## src/design/mms_pkg.sv

```systemverilog
// shared types, constants and hash step for the minimizer sketch
package mms_pkg;

    localparam int KMER_W  = 56;
    localparam int KEY_W   = 64;
    localparam int LOC_W   = 32;
    localparam int POS_W   = 31;
    localparam int SPAN_W  = 5;
    localparam int SEQ_W   = 16;
    localparam int CFG_W   = 5;
    localparam int VRUN_W  = 6;
    localparam int ENT_W   = KEY_W + LOC_W;

    localparam int DEF_MAX_WINDOW = 16;
    localparam int MAX_KMER       = 28;

    localparam logic [CFG_W-1:0] RST_WINDOW = 5'd10;
    localparam logic [CFG_W-1:0] RST_KMER   = 5'd15;

    typedef enum logic [1:0] {
        REG_WINDOW = 2'd0,
        REG_KMER   = 2'd1,
        REG_STRAND = 2'd2,
        REG_SEQID  = 2'd3
    } t_reg_idx;

    typedef enum logic [3:0] {
        ST_IDLE,
        ST_HASH,
        ST_WRITE,
        ST_RD,
        ST_CHK,
        ST_POST,
        ST_MAIN,
        ST_END,
        ST_LAST,
        ST_FLUSH
    } t_state;

    typedef enum logic [1:0] {
        SCAN_TIES_X,
        SCAN_RESCAN,
        SCAN_TIES_I
    } t_scan_mode;

    localparam logic [2:0] HASH_LAST_STEP = 3'd6;

    // one step of the invertible integer hash, masked to 2k bits
    function automatic logic [KMER_W-1:0] hash_step(input logic [KMER_W-1:0] v,
                                                   input logic [2:0] step,
                                                   input logic [KMER_W-1:0] m);
        logic [KMER_W-1:0] r;
        case (step)
            3'd0:    r = (~v + (v << 21)) & m;
            3'd1:    r = v ^ (v >> 24);
            3'd2:    r = (v + (v << 3) + (v << 8)) & m;
            3'd3:    r = v ^ (v >> 14);
            3'd4:    r = (v + (v << 2) + (v << 4)) & m;
            3'd5:    r = v ^ (v >> 28);
            default: r = (v + (v << 31)) & m;
        endcase
        return r;
    endfunction

endpackage

```

## src/design/minimizer_sketch.sv

```systemverilog
// top level of the streaming (w,k)-minimizer sketch
//
// Takes one nucleotide per transfer (codes 0..3 = A,C,G,T, 4..7 ambiguous) and
// emits the symmetric (w,k)-minimizers of the sequence, ties included, as
// result transfers carrying hash, span, sequence id, end position and strand;
// tlast on the result side marks the last result caused by one base. One base
// is worked on at a time and s_tready is high only between bases. A base whose
// k-mer is symmetric is skipped; a base that yields a k-mer first runs the
// 7-step hash, one step a cycle, before it enters the window; the last base
// of a sequence adds a final flush. Each window scan reads, then checks, each
// entry it visits (pos+1 .. w-1, then 0 .. pos): a tie scan when the run first
// fills the window, and a minimum rescan followed by a tie scan when the
// minimum leaves the window, with the post state between those two, so up to
// three passes per base; stalls on the result side hold the work up. The
// window lives in a one-port-read ram with per-entry valid bits; a cleared
// entry reads as empty, so reset and the last base clear the window at once
// with no sweep. Configuration must be written over the apb port only while
// no base is in flight; the block itself does not enforce this.
module minimizer_sketch
    import mms_pkg::*;
#(
    parameter int MAX_WINDOW = DEF_MAX_WINDOW
) (
    input  logic         i_clk,
    input  logic         i_rst_n,
    // input stream
    input  logic         s_tvalid,
    output logic         s_tready,
    input  logic [7:0]   s_tdata,   // [2:0] base, zero fill above
    input  logic         s_tlast,   // last base of the sequence
    // result stream
    output logic         m_tvalid,
    input  logic         m_tready,
    output logic [111:0] m_tdata,   // hash value, span, sequence id, end position
    output logic         m_tuser,   // strand
    output logic         m_tlast,   // last result of this base
    // configuration
    input  logic         psel,
    input  logic         penable,
    input  logic         pwrite,
    input  logic [3:0]   paddr,
    input  logic [31:0]  pwdata,
    output logic [31:0]  prdata,
    output logic         pready
);

    localparam int SW = (MAX_WINDOW > 1) ? $clog2(MAX_WINDOW) : 1;
    localparam int WW = SW + 1;

    // configuration registers
    logic [CFG_W-1:0] r_window_size;
    logic [CFG_W-1:0] r_kmer_len;
    logic             r_both;
    logic [SEQ_W-1:0] r_seq_id;

    // sketch state
    logic [KMER_W-1:0] r_fwd, r_rev;
    logic [VRUN_W-1:0] r_vrun;
    logic [SW-1:0]     r_wslot, r_min_slot, r_pos;
    logic [KEY_W-1:0]  r_min_key;
    logic [LOC_W-1:0]  r_min_loc;
    logic [POS_W-1:0]  r_base;
    logic              r_valid [MAX_WINDOW];

    // per-base work registers
    t_state            r_state, n_state;
    logic [KMER_W-1:0] r_hv;
    logic [2:0]        r_hstep;
    logic              r_has_key, r_z, r_skip, r_last;
    logic [SPAN_W-1:0] r_span;
    logic [KEY_W-1:0]  r_cur_key;
    logic [LOC_W-1:0]  r_cur_loc;

    // window scan
    t_scan_mode r_mode;
    logic [WW-1:0] r_j;
    logic          r_phase;
    logic          r_rdv;

    // result hold stage and output register
    logic              r_hold_valid;
    logic [KEY_W-1:0]  r_hold_key;
    logic [LOC_W-1:0]  r_hold_loc;
    logic              r_out_valid, r_out_last;
    logic [KEY_W-1:0]  r_out_key;
    logic [LOC_W-1:0]  r_out_loc;

    // effective window and k-mer length
    logic [CFG_W-1:0]  w_cl, k_eff;
    logic [WW-1:0]     w_eff;
    logic [KMER_W-1:0] mask;
    logic [6:0]        thr, vrun7;

    assign w_cl  = (r_window_size == '0) ? 5'd1 :
                   (r_window_size > 5'(MAX_WINDOW)) ? 5'(MAX_WINDOW) : r_window_size;
    assign w_eff = WW'(w_cl);
    assign k_eff = (r_kmer_len == '0) ? 5'd1 :
                   (r_kmer_len > 5'(MAX_KMER)) ? 5'(MAX_KMER) : r_kmer_len;
    assign mask  = ~({KMER_W{1'b1}} << {k_eff, 1'b0});
    assign thr   = 7'(w_eff) + 7'(k_eff) - 7'd1;   // w + k - 1
    assign vrun7 = {1'b0, r_vrun};

    // base intake: k-mer shift, strand choice, run length
    logic [1:0]        nt;
    logic              amb, sym, z_new, skip_new, has_key_new;
    logic [KMER_W-1:0] fwd_new, rev_new;
    logic [VRUN_W-1:0] vrun_new;
    logic [SPAN_W-1:0] span_new;
    logic              accept;

    assign nt       = s_tdata[1:0];
    assign amb      = s_tdata[2];
    assign fwd_new  = ((r_fwd << 2) | KMER_W'(nt)) & mask;
    assign rev_new  = (r_rev >> 2) | (KMER_W'(2'b11 ^ nt) << ({1'b0, k_eff, 1'b0} - 7'd2));
    assign sym      = r_both && (fwd_new == rev_new);
    assign z_new    = r_both && !(fwd_new < rev_new);
    assign skip_new = !amb && sym;
    assign span_new = (vrun7 + 7'd1 < 7'(k_eff)) ? SPAN_W'(r_vrun + 6'd1) : k_eff;
    assign vrun_new = amb ? '0 : skip_new ? r_vrun :
                      (r_vrun == '1) ? r_vrun : r_vrun + 6'd1;
    assign has_key_new = !amb && !skip_new && ({1'b0, vrun_new} >= 7'(k_eff));
    assign accept   = s_tvalid && s_tready;
    assign s_tready = (r_state == ST_IDLE);

    // key of this base as it enters the window
    logic [KEY_W-1:0] cur_key;
    logic [LOC_W-1:0] cur_loc;
    assign cur_key = r_has_key ? {r_hv, 3'b000, r_span} : '1;
    assign cur_loc = r_has_key ? {r_base, r_z} : '1;

    // window memory
    logic [ENT_W-1:0] ram_q;
    logic [KEY_W-1:0] ent_key;
    logic [LOC_W-1:0] ent_loc;

    mms_ram #(
        .WIDTH (ENT_W),
        .DEPTH (MAX_WINDOW),
        .AW    (SW)
    ) u_window (
        .i_clk   (i_clk),
        .i_we    (r_state == ST_WRITE),
        .i_waddr (r_pos),
        .i_wdata ({cur_key, cur_loc}),
        .i_raddr (r_j[SW-1:0]),
        .o_rdata (ram_q)
    );

    assign ent_key = r_rdv ? ram_q[ENT_W-1:LOC_W] : '1;
    assign ent_loc = r_rdv ? ram_q[LOC_W-1:0] : '1;

    // scan order: pos+1 .. w-1, then 0 .. pos
    logic [WW-1:0] scan_j0, scan_jn;
    logic          scan_p0, scan_pn, scan_last;
    assign scan_p0   = !((WW'(r_pos) + 1'b1) < w_eff);
    assign scan_j0   = scan_p0 ? '0 : WW'(r_pos) + 1'b1;
    assign scan_pn   = r_phase || !((r_j + 1'b1) < w_eff);
    assign scan_jn   = (!r_phase && scan_pn) ? '0 : r_j + 1'b1;
    assign scan_last = r_phase && (r_j == WW'(r_pos));

    logic min_empty, tie_match, rescan_upd, main_le, main_evict, main_emit;
    assign min_empty  = (r_min_key == '1);
    assign tie_match  = (r_mode != SCAN_RESCAN) && (ent_key == r_min_key) &&
                        (ent_loc != r_min_loc) &&
                        !((r_mode == SCAN_TIES_X) && (r_j == WW'(r_pos)));
    assign rescan_upd = (r_mode == SCAN_RESCAN) && (r_min_key >= ent_key);
    assign main_le    = (r_cur_key <= r_min_key);
    assign main_evict = !main_le && (r_pos == r_min_slot);
    assign main_emit  = !min_empty && (main_le ? (vrun7 >= thr + 7'd1)
                                               : (main_evict && (vrun7 >= thr)));

    // emission into the hold stage; the held result learns its tlast later
    logic             out_free, can_emit, emit_req, emit_fire, flush_fire;
    logic [KEY_W-1:0] emit_key;
    logic [LOC_W-1:0] emit_loc;
    assign out_free = !r_out_valid || m_tready;
    assign can_emit = !r_hold_valid || out_free;

    always_comb begin
        n_state  = r_state;
        emit_req = 1'b0;
        emit_key = r_min_key;
        emit_loc = r_min_loc;
        unique case (r_state)
            ST_IDLE: begin
                if (accept) begin
                    n_state = skip_new ? ST_END : has_key_new ? ST_HASH : ST_WRITE;
                end
            end
            ST_HASH: begin
                if (r_hstep == HASH_LAST_STEP) begin
                    n_state = ST_WRITE;
                end
            end
            ST_WRITE: begin
                n_state = ((vrun7 == thr) && !min_empty) ? ST_RD : ST_MAIN;
            end
            ST_RD: begin
                n_state = ST_CHK;
            end
            ST_CHK: begin
                emit_req = tie_match;
                emit_key = ent_key;
                emit_loc = ent_loc;
                if (!(tie_match && !can_emit)) begin
                    if (!scan_last) begin
                        n_state = ST_RD;
                    end else begin
                        unique case (r_mode)
                            SCAN_TIES_X: n_state = ST_MAIN;
                            SCAN_RESCAN: n_state = ST_POST;
                            default:     n_state = ST_END;
                        endcase
                    end
                end
            end
            ST_POST: begin
                n_state = ((vrun7 >= thr) && !min_empty) ? ST_RD : ST_END;
            end
            ST_MAIN: begin
                emit_req = main_emit;
                if (!main_emit || can_emit) begin
                    n_state = (!main_le && main_evict) ? ST_RD : ST_END;
                end
            end
            ST_END: begin
                n_state = r_last ? ST_LAST : ST_FLUSH;
            end
            ST_LAST: begin
                emit_req = !min_empty;
                if (min_empty || can_emit) begin
                    n_state = ST_FLUSH;
                end
            end
            ST_FLUSH: begin
                if (!r_hold_valid || out_free) begin
                    n_state = ST_IDLE;
                end
            end
            default: n_state = ST_IDLE;
        endcase
    end

    assign emit_fire  = emit_req && can_emit;
    assign flush_fire = (r_state == ST_FLUSH) && r_hold_valid && out_free;

    always_ff @(posedge i_clk) begin
        if (!i_rst_n) begin
            r_state <= ST_IDLE;
        end else begin
            r_state <= n_state;
        end
    end

    // sketch state and per-base work
    always_ff @(posedge i_clk) begin
        if (!i_rst_n) begin
            r_fwd      <= '0;
            r_rev      <= '0;
            r_vrun     <= '0;
            r_wslot    <= '0;
            r_min_slot <= '0;
            r_min_key  <= '1;
            r_min_loc  <= '1;
            r_base     <= '0;
            for (int i = 0; i < MAX_WINDOW; i++) begin
                r_valid[i] <= 1'b0;
            end
        end else begin
            case (r_state)
                ST_IDLE: begin
                    if (accept) begin
                        r_pos     <= r_wslot;
                        r_hv      <= z_new ? rev_new : fwd_new;
                        r_hstep   <= '0;
                        r_has_key <= has_key_new;
                        r_z       <= z_new;
                        r_skip    <= skip_new;
                        r_last    <= s_tlast;
                        r_span    <= span_new;
                        r_vrun    <= vrun_new;
                        if (!amb) begin
                            r_fwd <= fwd_new;
                            if (r_both) begin
                                r_rev <= rev_new;
                            end
                        end
                    end
                end
                ST_HASH: begin
                    r_hv    <= hash_step(r_hv, r_hstep, mask);
                    r_hstep <= r_hstep + 3'd1;
                end
                ST_WRITE: begin
                    r_cur_key      <= cur_key;
                    r_cur_loc      <= cur_loc;
                    r_valid[r_pos] <= 1'b1;
                    r_mode         <= SCAN_TIES_X;
                    r_j            <= scan_j0;
                    r_phase        <= scan_p0;
                end
                ST_RD: begin
                    r_rdv <= r_valid[r_j[SW-1:0]];
                end
                ST_CHK: begin
                    if (!(tie_match && !can_emit)) begin
                        r_j     <= scan_jn;
                        r_phase <= scan_pn;
                        if (rescan_upd) begin
                            r_min_key  <= ent_key;
                            r_min_loc  <= ent_loc;
                            r_min_slot <= r_j[SW-1:0];
                        end
                    end
                end
                ST_POST: begin
                    r_mode  <= SCAN_TIES_I;
                    r_j     <= scan_j0;
                    r_phase <= scan_p0;
                end
                ST_MAIN: begin
                    if (!main_emit || can_emit) begin
                        if (main_le) begin
                            r_min_key  <= r_cur_key;
                            r_min_loc  <= r_cur_loc;
                            r_min_slot <= r_pos;
                        end else if (main_evict) begin
                            // minimum left the window: rescan from scratch
                            r_min_key <= '1;
                            r_min_loc <= '1;
                            r_mode    <= SCAN_RESCAN;
                            r_j       <= scan_j0;
                            r_phase   <= scan_p0;
                        end
                    end
                end
                ST_END: begin
                    r_base <= r_base + 1'b1;
                    if (!r_skip) begin
                        r_wslot <= ((WW'(r_pos) + 1'b1) >= w_eff) ? '0 : r_pos + 1'b1;
                    end
                end
                ST_LAST: begin
                    if (min_empty || can_emit) begin
                        r_fwd      <= '0;
                        r_rev      <= '0;
                        r_vrun     <= '0;
                        r_wslot    <= '0;
                        r_min_slot <= '0;
                        r_min_key  <= '1;
                        r_min_loc  <= '1;
                        r_base     <= '0;
                        for (int i = 0; i < MAX_WINDOW; i++) begin
                            r_valid[i] <= 1'b0;
                        end
                    end
                end
                default: ;
            endcase
        end
    end

    // hold stage and output register
    always_ff @(posedge i_clk) begin
        if (!i_rst_n) begin
            r_hold_valid <= 1'b0;
            r_out_valid  <= 1'b0;
        end else if (emit_fire) begin
            if (r_hold_valid) begin
                r_out_valid <= 1'b1;
                r_out_key   <= r_hold_key;
                r_out_loc   <= r_hold_loc;
                r_out_last  <= 1'b0;
            end else if (m_tready) begin
                r_out_valid <= 1'b0;
            end
            r_hold_valid <= 1'b1;
            r_hold_key   <= emit_key;
            r_hold_loc   <= emit_loc;
        end else if (flush_fire) begin
            r_out_valid  <= 1'b1;
            r_out_key    <= r_hold_key;
            r_out_loc    <= r_hold_loc;
            r_out_last   <= 1'b1;
            r_hold_valid <= 1'b0;
        end else if (m_tready) begin
            r_out_valid <= 1'b0;
        end
    end

    assign m_tvalid = r_out_valid;
    assign m_tdata  = {4'b0000, r_out_loc[LOC_W-1:1], r_seq_id,
                       r_out_key[SPAN_W-1:0], r_out_key[KEY_W-1:8]};
    assign m_tuser  = r_out_loc[0];
    assign m_tlast  = r_out_last;

    // configuration port
    logic     cfg_wr;
    t_reg_idx cfg_idx;
    assign cfg_wr  = psel && penable && pwrite && pready;
    assign cfg_idx = t_reg_idx'(paddr[3:2]);
    assign pready  = 1'b1;

    always_ff @(posedge i_clk) begin
        if (!i_rst_n) begin
            r_window_size <= RST_WINDOW;
            r_kmer_len    <= RST_KMER;
            r_both        <= 1'b1;
            r_seq_id      <= '0;
        end else if (cfg_wr) begin
            unique case (cfg_idx)
                REG_WINDOW: r_window_size <= pwdata[CFG_W-1:0];
                REG_KMER:   r_kmer_len    <= pwdata[CFG_W-1:0];
                REG_STRAND: r_both        <= pwdata[0];
                REG_SEQID:  r_seq_id      <= pwdata[SEQ_W-1:0];
                default: ;
            endcase
        end
    end

    always_comb begin
        unique case (cfg_idx)
            REG_WINDOW: prdata = 32'(r_window_size);
            REG_KMER:   prdata = 32'(r_kmer_len);
            REG_STRAND: prdata = 32'(r_both);
            REG_SEQID:  prdata = 32'(r_seq_id);
            default:    prdata = '0;
        endcase
    end

endmodule

```

## src/design/mms_ram.sv

```systemverilog
// generic single write port ram with registered read
module mms_ram #(
    parameter int WIDTH = 8,
    parameter int DEPTH = 16,
    parameter int AW    = (DEPTH > 1) ? $clog2(DEPTH) : 1
) (
    input  logic             i_clk,
    input  logic             i_we,
    input  logic [AW-1:0]    i_waddr,
    input  logic [WIDTH-1:0] i_wdata,
    input  logic [AW-1:0]    i_raddr,
    output logic [WIDTH-1:0] o_rdata
);

    logic [WIDTH-1:0] r_mem [DEPTH];
    logic [WIDTH-1:0] r_q;

    always_ff @(posedge i_clk) begin
        if (i_we) begin
            r_mem[i_waddr] <= i_wdata;
        end
        r_q <= r_mem[i_raddr];
    end

    assign o_rdata = r_q;

endmodule
```

## config.mk

```make
export PLATFORM = sky130hd
export DESIGN_NAME = minimizer_sketch
export DESIGN_NICKNAME = d
export VERILOG_FILES = /design/src/design/mms_pkg.sv /design/src/design/minimizer_sketch.sv /design/src/design/mms_ram.sv
export SDC_FILE = /design/constraint.sdc
export NUM_CORES = 2
export LEC_CHECK = 0
export BUFFER_PORTS_ARGS = -buffer_cell sky130_fd_sc_hd__buf_2
export CORE_ASPECT_RATIO = 0.75
export CORE_UTILIZATION = 60
export DETAILED_ROUTE_END_ITERATION = 12
export HOLD_SLACK_MARGIN = 0.06
export PLACE_DENSITY = 0.74
export SYNTH_ARGS = -nofsm -noshare
export SYNTH_HDL_FRONTEND = slang
export SYNTH_SLANG_ARGS = --single-unit
```

## constraint.sdc

```tcl
create_clock -name i_clk -period 15.1 [get_ports i_clk]
set_clock_uncertainty 0.05 [all_clocks]
set_input_delay 0 -clock i_clk [delete_from_list [all_inputs] [get_ports i_clk]]
set_output_delay 0 -clock i_clk [all_outputs]
set_load 0.01 [all_outputs]
```

# Word-level counts from Yosys, hierarchy flattened
# Memories as Yosys holds them, arrays and structs flattened. A register that Yosys moved wholly into a read port is not among the register bits.
# Cells that the tools add are included.
[classes] add_sub_neg=17 multipliers=0 eq_ne=43 shift=2 n_lt_le_gt_ge=12 n_div=0 bitwise=29 n_reduce_logical=78 n_mux=133
[op_table] operator="$mux W64" n=12
[op_table] operator="$mux W32" n=12
[op_table] operator="$add A56 B56 Y56" n=6
[op_table] operator="$mux W56" n=6
[op_table] operator="$pmux W56 S6" n=1
[op_table] operator="$and A56 B56 Y56" n=5
[op_table] operator="$pmux W56 S2" n=2
[op_table] operator="$pmux W64 S3" n=1
[op_table] operator="$pmux W32 S4" n=1
[op_table] operator="$not A56 Y56" n=2
[op_table] operator="$mux W54" n=2
[op_table] operator="$pmux W54 S2" n=1
[op_table] operator="$pmux W32 S3" n=1
[op_table] operator="$eq A64 B64 Y1" n=1
[op_table] operator="$eq A64 B64 Y1 const B" n=1
[op_table] operator="$ge A64 B64 Y1" n=1
[op_table] operator="$le A64 B64 Y1" n=1
[op_table] operator="$pmux W31 S2" n=1
[op_table] operator="$eq A56 B56 Y1" n=1
[op_table] operator="$lt A56 B56 Y1" n=1
[op_table] operator="$mux W4" n=14
[op_table] operator="$or A54 B56 Y56" n=1
[op_table] operator="$or A56 B2 Y56" n=1
[op_table] operator="$shl A2 B7 Y56" n=1
[op_table] operator="other kinds (71)" n=238
[word_totals] mem_bits_rw=1552 n_memories=2 latchBits=0 word_cells=349 inputBits=52 reg_bits=653 rom_bits=0
[memory_table] memory="u_window.r_mem" words=16 word_bits=96 read_ports=1 rd_clocked_by_memory_dff=1 wr=1 line="mms_ram.sv:15" source="logic [WIDTH-1:0] r_mem [DEPTH];"
[memory_table] memory="r_valid" words=16 word_bits=1 read_ports=1 rd_clocked_by_memory_dff=1 wr=16 line="minimizer_sketch.sv:63" source="logic r_valid [MAX_WINDOW];"

# Logic depth before layout (Yosys ltp)
[depth] ltp_word=17 mapped_depth=32 mapped_depth_nobuf=30

# By module
# Synthesis repeated with hierarchy kept, for this count alone.
[hier_totals] cells_unflattened=8024 area_unflattened_um2=108441.5
[by_module_without_submodules] mod="mms_ram" area_per_inst_um2=59355.7 cells_per_inst=2460 instances=1 seq_area_each_um2=48046.1
[by_module_without_submodules] mod="minimizer_sketch" area_per_inst_um2=49085.8 cells_per_inst=5564 instances=1 seq_area_each_um2=16836.1

# Worst setup path after synthesis
# OpenSTA, ideal clock, no wires.
[synth_path] path_kind="flip-flop to flip-flop" startpoint="register r_kmer_len[3]" endpoint="register r_out_last, in the netlist m_tlast, enable pin" stages_incl_launch_ff=23 arrival_ns=8.448 setup_ns=0.578 setup_slack_ns=6.024 required_ns=14.472 cell_sequence="dfxtp_1 -> clkbuf_1 -> clkinv_1 -> nor2_1 -> clkbuf_1 -> nand2_1 -> nand2_1 -> ha_1 -> inv_1 -> ha_1 -> a21o_1 -> a21oi_1 -> xnor2_1 -> inv_1 -> nor4_1 -> xnor2_1 -> ha_1 -> o21ai_0 -> a21oi_1 -> o2111ai_1 -> mux2i_1 -> o211ai_1 -> a21oi_1"
[synth_between] elab_chain_len=13
[synth_lines] item="start, declared" line="minimizer_sketch.sv:52" source="logic [CFG_W-1:0] r_kmer_len;"
[synth_lines] item="start signal, assigned" line="minimizer_sketch.sv:413" source="REG_KMER: r_kmer_len <= pwdata[CFG_W-1:0];"
[synth_lines] item="$gt A5 B5 Y1" line="minimizer_sketch.sv:98" source="(r_kmer_len > 5'(MAX_KMER)) ? 5'(MAX_KMER) : r_kmer_len;"
[synth_lines] item="$mux W5" line="minimizer_sketch.sv:98"
[synth_lines] item="$mux W5 *" line="minimizer_sketch.sv:97" source="assign k_eff = (r_kmer_len == '0) ? 5'd1 :"
[synth_lines] item="$add A5 B5 Y6 *" line="minimizer_sketch.sv:100" source="assign thr = 7'(w_eff) + 7'(k_eff) - 7'd1;"
[synth_lines] item="$sub A6 B1 Y7 *" line="minimizer_sketch.sv:100"
[synth_lines] item="$add A7 B1 Y7 / $ge A6 B7 Y1 (equally long branches)" line="minimizer_sketch.sv:169, minimizer_sketch.sv:170"
[synth_lines] item="$ge A6 B7 Y1 / $logic_and A1 B1 Y1 (equally long branches)" line="minimizer_sketch.sv:169, minimizer_sketch.sv:170"
[synth_lines] item="$mux W1 *" line="minimizer_sketch.sv:169" source="assign main_emit = !min_empty && (main_le ? (vrun7 >= thr + 7'd1)"
[synth_lines] item="$logic_and A1 B1 Y1 *" line="minimizer_sketch.sv:169"
[synth_lines] item="$pmux W1 S3 *" line="minimizer_sketch.sv:184" source="unique case (r_state)"
[synth_lines] item="$logic_and A1 B1 Y1 *" line="minimizer_sketch.sv:244" source="assign emit_fire = emit_req && can_emit;"
[synth_lines] item="$ne A2 B2 Y1 (no source line) / $reduce_bool A2 Y1 (equally long branches)"
[synth_lines] item="$reduce_and A3 Y1 (no source line) *"
[synth_lines] item="end signal, assigned" line="minimizer_sketch.sv:373" source="r_out_last <= 1'b0;"
[synth_lines] item="end signal, assigned" line="minimizer_sketch.sv:384" source="r_out_last <= 1'b1;"
[synth_lines] item="end, declared" line="minimizer_sketch.sv:84" source="logic r_out_valid, r_out_last;"
# Mark *: on every way between the ends. The rest lies on a longest branch, timed or not.
# A chain may end at the register's enable or synchronous reset.

# Final worst setup path
[layout_path] startpoint="register r_kmer_len[4]" endpoint="register r_hv[25] (data pin)"
[layout_between] elab_chain_len=12
[layout_lines] item="$gt A5 B5 Y1" line="minimizer_sketch.sv:98"
[layout_lines] item="$mux W5" line="minimizer_sketch.sv:98"
[layout_lines] item="$mux W5 *" line="minimizer_sketch.sv:97"
[layout_lines] item="$sub A6 B2 Y7 / $shl A56 B6 Y56 (equally long branches)" line="minimizer_sketch.sv:114, minimizer_sketch.sv:99"
[layout_lines] item="$shl A2 B7 Y56 / $not A56 Y56 (equally long branches)" line="minimizer_sketch.sv:114, minimizer_sketch.sv:99"
[layout_lines] item="$or A54 B56 Y56 / $and A56 B56 Y56 (equally long branches)" line="minimizer_sketch.sv:114, minimizer_sketch.sv:113"
[layout_lines] item="$lt A56 B56 Y1" line="minimizer_sketch.sv:116" source="assign z_new = r_both && !(fwd_new < rev_new);"
[layout_lines] item="$logic_not A1 Y1" line="minimizer_sketch.sv:116"
[layout_lines] item="$logic_and A1 B1 Y1" line="minimizer_sketch.sv:116"
[layout_lines] item="$mux W56" line="minimizer_sketch.sv:274" source="r_hv <= z_new ? rev_new : fwd_new;"
[layout_lines] item="$mux W56" line="minimizer_sketch.sv:272" source="if (accept) begin"
[layout_lines] item="$pmux W56 S2 *" line="minimizer_sketch.sv:270" source="case (r_state)"
[layout_lines] item="end signal, assigned" line="minimizer_sketch.sv:274"
[layout_lines] item="end signal, assigned" line="minimizer_sketch.sv:291" source="r_hv <= hash_step(r_hv, r_hstep, mask);"
[layout_lines] item="end, declared" line="minimizer_sketch.sv:67" source="logic [KMER_W-1:0] r_hv;"
# Mark *: on every way between the ends. The rest lies on a longest branch, timed or not. The select of a mux whose other input is x is not followed.

==> results.json <==
{
  "hpwlAfterDp_mm": 209,
  "met3WireLength_mm": 41.2,
  "area_growth_pct": 10.4,
  "endpoint_kind": "flip-flop",
  "io_pins": 201,
  "synth-seq-cells": 2256,
  "clk_latency_ns": 0.88,
  "path_class": "flip-flop to flip-flop",
  "hold_end": "r_seq_id[10]$_SDFFE_PN0P_",
  "first_pass_iters": 8,
  "cts_buffers": 201,
  "power_density_nw_per_um2": 135,
  "placementRows": 133,
  "hold_violations": 0,
  "portBuffers": 156,
  "cp.arrival_ns": 9.32,
  "synth_top_area_cell": "edfxtp_1",
  "synthAdderAreaFrac_pct": 6.65,
  "grt_antenna_before_repair": 10,
  "r2r_slack_ns": 6.46,
  "avgViaCountPerCell": 6.91,
  "setup_viol": 0,
  "fin_crit_sh_pct": 57.2,
  "clock-sinks": 2256,
  "drive_gt1_share_pct": 14.7,
  "hp-start": "psel",
  "fin_setup_tns_ns": 0,
  "grtUsageTotal_pct": 36.9,
  "synth_xor_xnor_area_share_pct": 2.09,
  "critical_path.max_fanout": 40,
  "cp-start-kind": "flip-flop",
  "coreArea_sq_um": 176000,
  "vdd_drop_max_v": 0.000119,
  "die-area_sq_um": 180000,
  "worstPathRequired_ns": 15.78,
  "rsz0062_at_grt": "false",
  "hold_depth": 5,
  "drt_drc_violations_left": 0,
  "synth-simple-area-share_pct": 7.49,
  "outcome": "finished clean",
  "ys_types": 85,
  "wire_per_inst_um": 31.9,
  "tightestPinTransition_ns": 1.31,
  "drt-met1-wl_mm": 138,
  "async_flop_share_pct": 0,
  "cts_resized": 0,
  "r2r_start": "r_kmer_len[4]$_SDFFE_PN0P_",
  "yosys_most_used_dff": "edfxtp_1",
  "drt-total-wl_mm": 335,
  "overflow": 0,
  "grt_max_degree": 137,
  "netlist_instances": 7802,
  "fill_cells": 12100,
  "seq_area_frac_synth_pct": 59.6,
  "max_freq_ghz": 0.116,
  "initial_utilization_pct": 60.8,
  "cts_root_buffer": "clkbuf_16",
  "netlist.area_leader.share_pct": 52.3,
  "ys_warn_count": 0,
  "r2r-end": "r_hv[25]$_DFFE_PP_",
  "cts_tree": "built",
  "slew_headroom_pct": 11.8,
  "grt_pass1_vias": 69500,
  "synth_compound_area_share_pct": 10.3,
  "fin_nets": 8510,
  "drtIter0Drc": 10900,
  "synth-edff-count": 1866,
  "wl_met2_mm": 144,
  "path_clk_slew_ns": 0.09,
  "syn-mean-instance-area_sq_um": 13.7,
  "syn_area_sq_um": 107000,
  "die_h_um": 368,
  "drtAntennaViolNets": 0,
  "layout_min_cycle_time_ns": 8.64,
  "vias": 72500,
  "cts_buffer_depth": 3,
  "synthMuxAreaShare_pct": 11.1,
  "synth_area_leaders": "edfxtp_1 52%, mux4_2 10%, dfxtp_1 7.3%",
  "die_w_um": 490,
  "htreeDepth": 4,
  "synth_top_family_by_area": "multiplexers",
  "grt_pass1_wl_mm": 482,
  "min-delay-path-class": "input port to flip-flop",
  "gp_congestion": 1.01,
  "leakage_uw": 0.0423,
  "utilization_pct": 67.1,
  "r2r_cells": 24,
  "cap_violations": 0,
  "routed.top_layer": "met5",
  "drv_slew": 0
}
-- metrics by stage --
step / cells / instance area (sq um) / worst slack [ns] / power [uW] / hold WS, ns
2_1_floorplan: 7821 / 107000 / 6.02 / 9510 / 0.0489
3_3_place_gp: 10000 / 111000 / 6.82 / 10600 / 0.192
3_5_place_dp: 10000 / 111000 / 6.80 / 10600 / 0.199
4_1_cts: 10500 / 118000 / 6.76 / 15900 / 0.0982
5_1_grt: 10500 / 118000 / 6.01 / 16500 / 0.123
6_report: 10500 / 118000 / 6.46 / 16000 / 0.195
-- worst max-delay path by stage --
stage	from	to	slack [ns]	cells after the start
floorplan	r_kmer_len[3]$_SDFFE_PN1P_	m_tlast$_DFFE_PP_	6.02	22
global placement	r_kmer_len[4]$_SDFFE_PN0P_	r_hv[25]$_DFFE_PP_	6.82	24
detailed placement	r_kmer_len[4]$_SDFFE_PN0P_	r_hv[25]$_DFFE_PP_	6.80	24
CTS	r_kmer_len[4]$_SDFFE_PN0P_	r_hv[25]$_DFFE_PP_	6.76	24
global route	r_kmer_len[4]$_SDFFE_PN0P_	r_state[0]$_SDFFE_PN0P_	6.01	29
finish	r_kmer_len[4]$_SDFFE_PN0P_	r_hv[25]$_DFFE_PP_	6.46	24
-- routing by layer --
| layer | track usage, % | vias up |
|---|---|---|
| met3 | 9.59 | 613 |
| li1 | - | 30400 |
| met4 | 11.4 | 6 |
| met1 | 55.3 | 36800 |
| met2 | 53.0 | 4687 |
| met5 | 0 | - |
-- what timing repair did --
action / 4_1_cts / 5_1_grt
hold buffers: 62 / 0
setup buffers: 0 / 0
endpoints found under the hold margin: 183 / 0
-- worst max-delay path, cell delays in order (launching register included) --
cell and delay (ns):
dfxtp_1 0.31, buf_4 0.31, inv_1 0.07, buf_4 0.21
nor2_1 0.84, nand2_1 0.11, nand2_1 0.34, ha_1 0.27
nand2_1 0.08, xnor2_1 0.55, nand2b_1 0.21, nor3_1 0.64
a21oi_1 0.29, ha_1 0.39, nand4_1 0.10, nor2_1 0.23
o211ai_1 0.13, a21oi_1 0.21, a211o_1 0.13, o311ai_0 0.17
a31oi_4 0.96, buf_4 0.64, mux2i_1 0.76, a21oi_1 0.22
a31oi_1 0.18
-- registers in the layout, summed over array words and instances, names as in the netlist, 6 cells and up --
signal and cells:
u_window.r_mem 1504, u_window.o_rdata 94, r_cur_key 62, r_min_key 62
r_hold_key 61, r_out_key 61, r_hv 56, r_fwd 54
r_rev 54, r_cur_loc 32, r_hold_loc 32, r_min_loc 32
r_out_loc 32, r_base 31, r_seq_id 16, r_valid 16
r_vrun 6
-- synth_stat cells, types with 16 or more instances --
| master | n |
|---|---|
| a211oi_1 | 47 |
| a21boi_0 | 35 |
| a21o_1 | 159 |
| a21oi_1 | 474 |
| a221oi_1 | 24 |
| a22oi_1 | 38 |
| a311o_1 | 33 |
| a31oi_1 | 86 |
| a32oi_1 | 17 |
| and2_1 | 16 |
| and3_1 | 48 |
| buf_1 | 50 |
| buf_4 | 23 |
| clkbuf_1 | 364 |
| dfxtp_1 | 390 |
| edfxtp_1 | 1866 |
| fa_1 | 103 |
| ha_1 | 405 |
| inv_1 | 279 |
| mux2_2 | 27 |
| mux2i_1 | 89 |
| mux4_2 | 476 |
| nand2_1 | 524 |
| nand2b_1 | 92 |
| nand3_1 | 101 |
| nand4_1 | 112 |
| nor2_1 | 475 |
| nor2b_1 | 91 |
| nor3_1 | 127 |
| nor4_1 | 25 |
| o211ai_1 | 102 |
| o21a_1 | 44 |
| o21ai_0 | 357 |
| o21ai_1 | 63 |
| o21bai_1 | 19 |
| o221ai_1 | 30 |
| o22a_1 | 35 |
| o22ai_1 | 28 |
| o31ai_1 | 37 |
| or3_1 | 21 |
| xnor2_1 | 137 |
| xor2_1 | 119 |
-- where the power goes --
group          switching (uW)  internal [uW]
clock network            2390           3000
logic                    2160           1260
registers                 212           7000
total                    4760          11300
-- logic make-up after synthesis --
kind of cell	after synthesis
DFF	2256
AOI/OAI and AO/OA	1740
and+or+nand+nor	1709
buffers and inverters	739
muxes	592
adders and majority gates	508
xor gates and xnor gates	256
other	2
-- area by class of cell --
type / instances / area [sq um] / area share (%)
flip-flops and latches: 2256 / 63800 / 54.0
multi-input cells: 4826 / 40700 / 34.4
clock buffers: 282 / 5570 / 4.70
well taps: 2362 / 2960 / 2.50
repair buffers: 382 / 2760 / 2.33
clock inverters: 97 / 1360 / 1.15
inverters: 283 / 1070 / 0.902
diodes: 7 / 17.5 / 0.0148
-- placed cells by master (no fill, tap or decap), drive strengths merged, types with 47 or more instances in the layout --
master / synthesis / layout
a31oi: 86 / 86
a211oi: 47 / 47
xor2: 119 / 119
a21oi: 474 / 474
clkinv: 3 / 61
and3: 48 / 48
edfxtp: 1866 / 1866
o21ai: 420 / 420
xnor2: 137 / 137
nor3: 127 / 127
nor2: 475 / 475
nor2b: 91 / 91
ha: 405 / 405
mux2i: 89 / 89
fa: 103 / 103
nand4: 112 / 112
o211ai: 102 / 102
a21o: 159 / 159
buf: 91 / 320
nand2b: 92 / 92
dlygate4sd3: 0 / 62
dfxtp: 390 / 390
mux4: 476 / 476
nand3: 101 / 101
clkbuf: 365 / 282
nand2: 525 / 525
inv: 280 / 286
Note: power is estimated with default switching activity, not from simulation.
